<file path="config.mk">
export PLATFORM = sky130hd
export DESIGN_NAME = qrp_isqrt
export DESIGN_NICKNAME = d
export VERILOG_FILES = /design/src/rtl/qrp_isqrt.sv
export SDC_FILE = /design/constraint.sdc
export NUM_CORES = 2
export LEC_CHECK = 0
export ABC_AREA = 1
export BUFFER_PORTS_ARGS = -buffer_cell sky130_fd_sc_hd__buf_2
export CORE_MARGIN = 2
export CORE_UTILIZATION = 63
export DETAILED_ROUTE_END_ITERATION = 7
export PLACE_DENSITY_LB_ADDON = 0.2
export SYNTH_ARGS = -nofsm -noshare
export SYNTH_HDL_FRONTEND = slang
export SYNTH_SLANG_ARGS = --single-unit
export TNS_END_PERCENT = 1
</file>
<file path="constraint.sdc">
create_clock -name clk -period 2.65 [get_ports clk]
set_input_delay 0.53 -clock clk [delete_from_list [all_inputs] [get_ports clk]]
set_output_delay 0.53 -clock clk [all_outputs]
set_load 0.1 [all_outputs]
</file>
<file path="src/rtl/qrp_isqrt.sv">
// Pipelined integer square root, one result bit per cell.
module qrp_isqrt (
  input  logic        clk,
  input  logic [49:0] n,
  output logic [24:0] root
);

  localparam int STEPS = 25;

  logic [49:0] rem_r [STEPS+1];
  logic [49:0] res_r [STEPS+1];

  always_ff @(posedge clk) begin
    rem_r[0] <= n;
    res_r[0] <= '0;
  end

  // Decide one root bit per stage, highest first
  for (genvar i = 0; i < STEPS; i++) begin : g_step
    localparam logic [49:0] BIT = 50'd1 << (2 * (STEPS - 1 - i));
    always_ff @(posedge clk) begin
      if (rem_r[i] >= res_r[i] + BIT) begin
        rem_r[i+1] <= rem_r[i] - (res_r[i] + BIT);
        res_r[i+1] <= (res_r[i] >> 1) + BIT;
      end else begin
        rem_r[i+1] <= rem_r[i];
        res_r[i+1] <= res_r[i] >> 1;
      end
    end
  end

  assign root = res_r[STEPS][24:0];

endmodule

</file>
### Word level (Yosys, flattened, before mapping)

Memory sizes are Yosys's and may differ from the RTL's.
Index checks and enable logic that the tools add are counted.

* register bits: 0
* RAM bits: 2600
* input port bits: 51
* output and inout bits: 25
* word-level logic and storage cells: 277
* memories: 2

* $add $sub $neg: 75
* $lt $le $gt $ge: 25
* multiplexer cells: 125
* bitwise logic cells: 50

Memory list
* rem_r: words 26, bits a word 50, rd ports 25, clocked after memory_dff 0, wr ports 26, line 10 `logic [49:0] rem_r [STEPS+1];`
* res_r: words 26, bits a word 50, rd ports 26, clocked after memory_dff 0, wr ports 26, line 11 `logic [49:0] res_r [STEPS+1];`

Operators by type and width (count)
* two-way mux 50 bit: 50
* greater-or-equal comparator 50 bit: 25
* subtractor 50 bit: 25
* two-way mux 1 bit: 75
* adder 49 x 1 -> 50 bit (second input constant): 1
* adder 49 x 11 -> 50 bit (second input constant): 1
* adder 49 x 13 -> 50 bit (second input constant): 1
* adder 49 x 15 -> 50 bit (second input constant): 1
* adder 49 x 17 -> 50 bit (second input constant): 1
* adder 49 x 19 -> 50 bit (second input constant): 1
* adder 49 x 21 -> 50 bit (second input constant): 1
* adder 49 x 23 -> 50 bit (second input constant): 1
* adder 49 x 25 -> 50 bit (second input constant): 1
* adder 49 x 27 -> 50 bit (second input constant): 1
* adder 49 x 29 -> 50 bit (second input constant): 1
* adder 49 x 3 -> 50 bit (second input constant): 1
* adder 49 x 31 -> 50 bit (second input constant): 1
* adder 49 x 33 -> 50 bit (second input constant): 1
* adder 49 x 35 -> 50 bit (second input constant): 1
* adder 49 x 37 -> 50 bit (second input constant): 1
* adder 49 x 39 -> 50 bit (second input constant): 1
* adder 49 x 41 -> 50 bit (second input constant): 1
* adder 49 x 43 -> 50 bit (second input constant): 1
* adder 49 x 45 -> 50 bit (second input constant): 1
* other kinds (31): 80

### Longest topological paths before layout

* depth after elaboration: 5
* depth in mapped cells: 17

### Worst setup path after synthesis

Ideal clock, no wire load.

* path kind: flip-flop to flip-flop
* start: memory res_r[17][25] (netlist: res_r[4][75])
* end: memory rem_r[18][17] (netlist: rem_r[1][117])
* setup time: 118 ps
* data arrival time: 1824 ps
* data required time: 2532 ps
* setup slack: 708 ps
* cell stages (with the launch flop): 15
* period minus slack after synthesis: 1942 ps
* path through: dfxtp_1 inv_1 ha_1 a21oi_2 inv_2 a21oi_2 nand2_1 nand2_1 nand2_1 nor2_4 nand2_4 inv_2 buf_6 buf_8 o21ai_2

RTL lines (line)
* from (decl): 11
* to (decl): 10

==> run metrics <==
outcome=finished, violations left; failing checks=DRC, setup timing; Pleak=roughly 42 nW; Avg Inst Size Synth=7.13 um^2; Initial Util=0.633; worst min path class=reg -> reg; count of final hold-check violations=0; CTS Buf Count=approximately 150; CTS sink cnt=about 1600; core area=between 100000 and 150000 um^2; ANT nets after route=0; gpl congestion=around 1.1; post-synth top area cell=dfxtp_1; Yosys cell types=57; Worst VDD drop=between 0.8 and 0.9 mV; htree depth=4; fillers=9021; Root Driver=clkbuf_16; Iter 0 DRT Violations=around 7300; Gate Count Post-Synth=roughly 10000; yosys warns=0; top-count cell post-synth=nand2_1; Tot GR Track Use=0.398; DR WL/cell=between 15 and 20 um; Post-synth top cells=3129 x nand2_1, 1593 x inv_1, 1575 x dfxtp_1; Yosys reg bits=1575; Post-synth ARST share=0; largest cells by area after synthesis=dfxtp_1 44%, nand2_1 16%, inv_1 8.3%; vias in the first global route=about 65000; setup ws final=-0.156 ns; clock-pin transition on the worst setup and hold timing paths=approximately 0.07 ns; Die Area=between 100000 and 150000 um^2; RSZ-0062 raised after global routing=true; fraction of layout instances using a drive strength above 1=0.0766; crit share post-route=1.06; vias post-DR=around 68000; compound-gate portion of the synthesized area=0.0625; Achievable Freq=approximately 360 MHz; Top FF cell, synth=dfxtp_1; relative slew slack=0.349; IO Pins=76; Final setup viols=14; maxcap violations=0; Area growth syn-to-layout=13.4%; CP endpoint kind=register; combinational family with the most area after synthesis=simple AND/OR/NAND/NOR gates; HPWL after DPL=roughly 180 mm; total power=between 90 and 100 mW; post-synthesis adder-cell area fraction=0.0601; die height=around 340 um; first-pass GRT wire length=360 mm; largest net degree at the start of global routing=44; simple-gate share of the synthesized area=0.310; worst r2r src=res_r[2][90]; final hold slack=~0.29 ns; Power Dens Cells=around 1100 nW/um^2; antenna violations before repair=9; Yosys top cell area share=0.437; CTS Buffer Depth=3; global route total overflow=0; Vias/cell=between 5 and 6; die width=between 300 and 400 um; final net count=about 11000; min cycle time layout=approximately 2.8 ns; CTS tree=done; worst-skew pair later-pin latency=about 0.86 ns; final slew viol count=0; HP Start=rem_r[0][40]; Mapped Nets=about 11000; Total Routed Length=approximately 240 mm; Mapped Area=between 70000 and 80000 um^2; Post-synth EDFFs=0; mux contribution to synthesized area=0; Synth Area in XOR/XNOR=0.0360; drt pass-1 iters=8; register area share after synthesis=0.437; WS Path Type=reg -> reg; crit path DAT=3.47 ns; CP required=approximately 3.3 ns; # rows=124; Critical Path Start Type=register; # DRC=23; Finished Core Util=0.718; crit-path max FO=11; CP startpoint=res_r[2][90]; Port Buffer Count=75; Tightest Pin Transition=slightly below 1 ns; clk_skew=0.100 ns
## flip-flops by register name (all words and copies together), names as in the netlist
name	flops
res_r	325
rem_r	1250
## placed cells by master, fill, tap and decap left out, types with 153 or more instances in the layout
master	count
a21oi_1	373
nor2_1	1125
clkbuf_16	153
dfxtp_1	1562
nand2_1	3119
ha_1	339
o21ai_0	227
nand4_1	192
buf_4	225
nand3_1	556
inv_1	1592
## kinds of logic after synthesis
family	count (synthesis)
AOI/OAI and AO/OA	800
and+or+nand+nor	5382
xor gates and xnor gates	296
DFF	1575
adders and majority gates	346
buffers and inverters	1711
## where the power goes
part           total, mW  internal [mW]  leakage, nW  switching [mW]
clock               23.0           12.8         2.58            10.2
sequential          35.1           29.3         13.2            5.81
combinational       33.1           11.1         26.3            21.9
## layout make-up
type | instances | area (um^2) | share of cell area
multi-input combinational | 6825 | 34000 | 0.416
tap | 1512 | 1890 | 0.0231
sequential | 1575 | 31500 | 0.386
antenna | 3 | 7.51 | 0.0000918
clock buffer | 195 | 4160 | 0.0508
inverter | 1606 | 6040 | 0.0738
clock inverter | 81 | 1240 | 0.0152
timing repair buffer | 367 | 2880 | 0.0352
## metrics by stage
| stage | instances | setup TNS (ns) | setup WS, ns | area [um^2] |
|---|---|---|---|---|
| finish | 12200 | -0.694 | -0.156 | 81800 |
| global route | 12200 | -2.89 | -0.159 | 81800 |
| CTS | 12200 | -0.0228 | -0.0121 | 81500 |
| detailed placement | 11800 | -1.97 | -0.207 | 75600 |
| global placement | 11800 | -0.859 | -0.240 | 75600 |
| floorplan | 10100 | 0 | 0.708 | 72100 |
## what timing repair did
action / CTS / global route
hold buffers: 50 / 0
setup buffers: 0 / 0
hold endpoints to repair: 50 / 0
cloned: 1 / 0
endpoints found under the setup margin: 45 / 237
resized for setup: 6 / 83
pin swaps: 1 / 6
## critical path, cell delays in order (launching register included)
cell	delay [ns]
dfxtp_1	0.41
inv_1	0.07
ha_1	0.38
inv_1	0.16
nor2_2	0.18
nand2_1	0.15
nor2_2	0.21
nand3_1	0.20
nor3_2	0.28
a21oi_1	0.17
buf_4	0.22
nand2_1	0.12
nand2_1	0.12
## metal layers
metal | wire length, um | part of all wire | vias to the layer above | global-route usage
li1 | - | - | 32300 | -
met1 | 93700 | 0.39 | 30800 | 0.494
met2 | 105000 | 0.44 | 3527 | 0.634
met3 | 22600 | 0.095 | 996 | 0.0760
met4 | 17700 | 0.074 | 8 | 0.257
met5 | 55 | 0.00023 | - | 0
## final timing paths
| path | endpoint | slack, ns | cells after the start |
|---|---|---|---|
| min | rem_r[0][90] | 0.29 | 0 |
| min reg2reg | rem_r[0][90] | 0.29 | 0 |
| max reg2reg | rem_r[0][533] | -0.16 | 12 |
| max | rem_r[0][533] | -0.16 | 12 |
No activity file was read; power rests on OpenSTA's default activity.
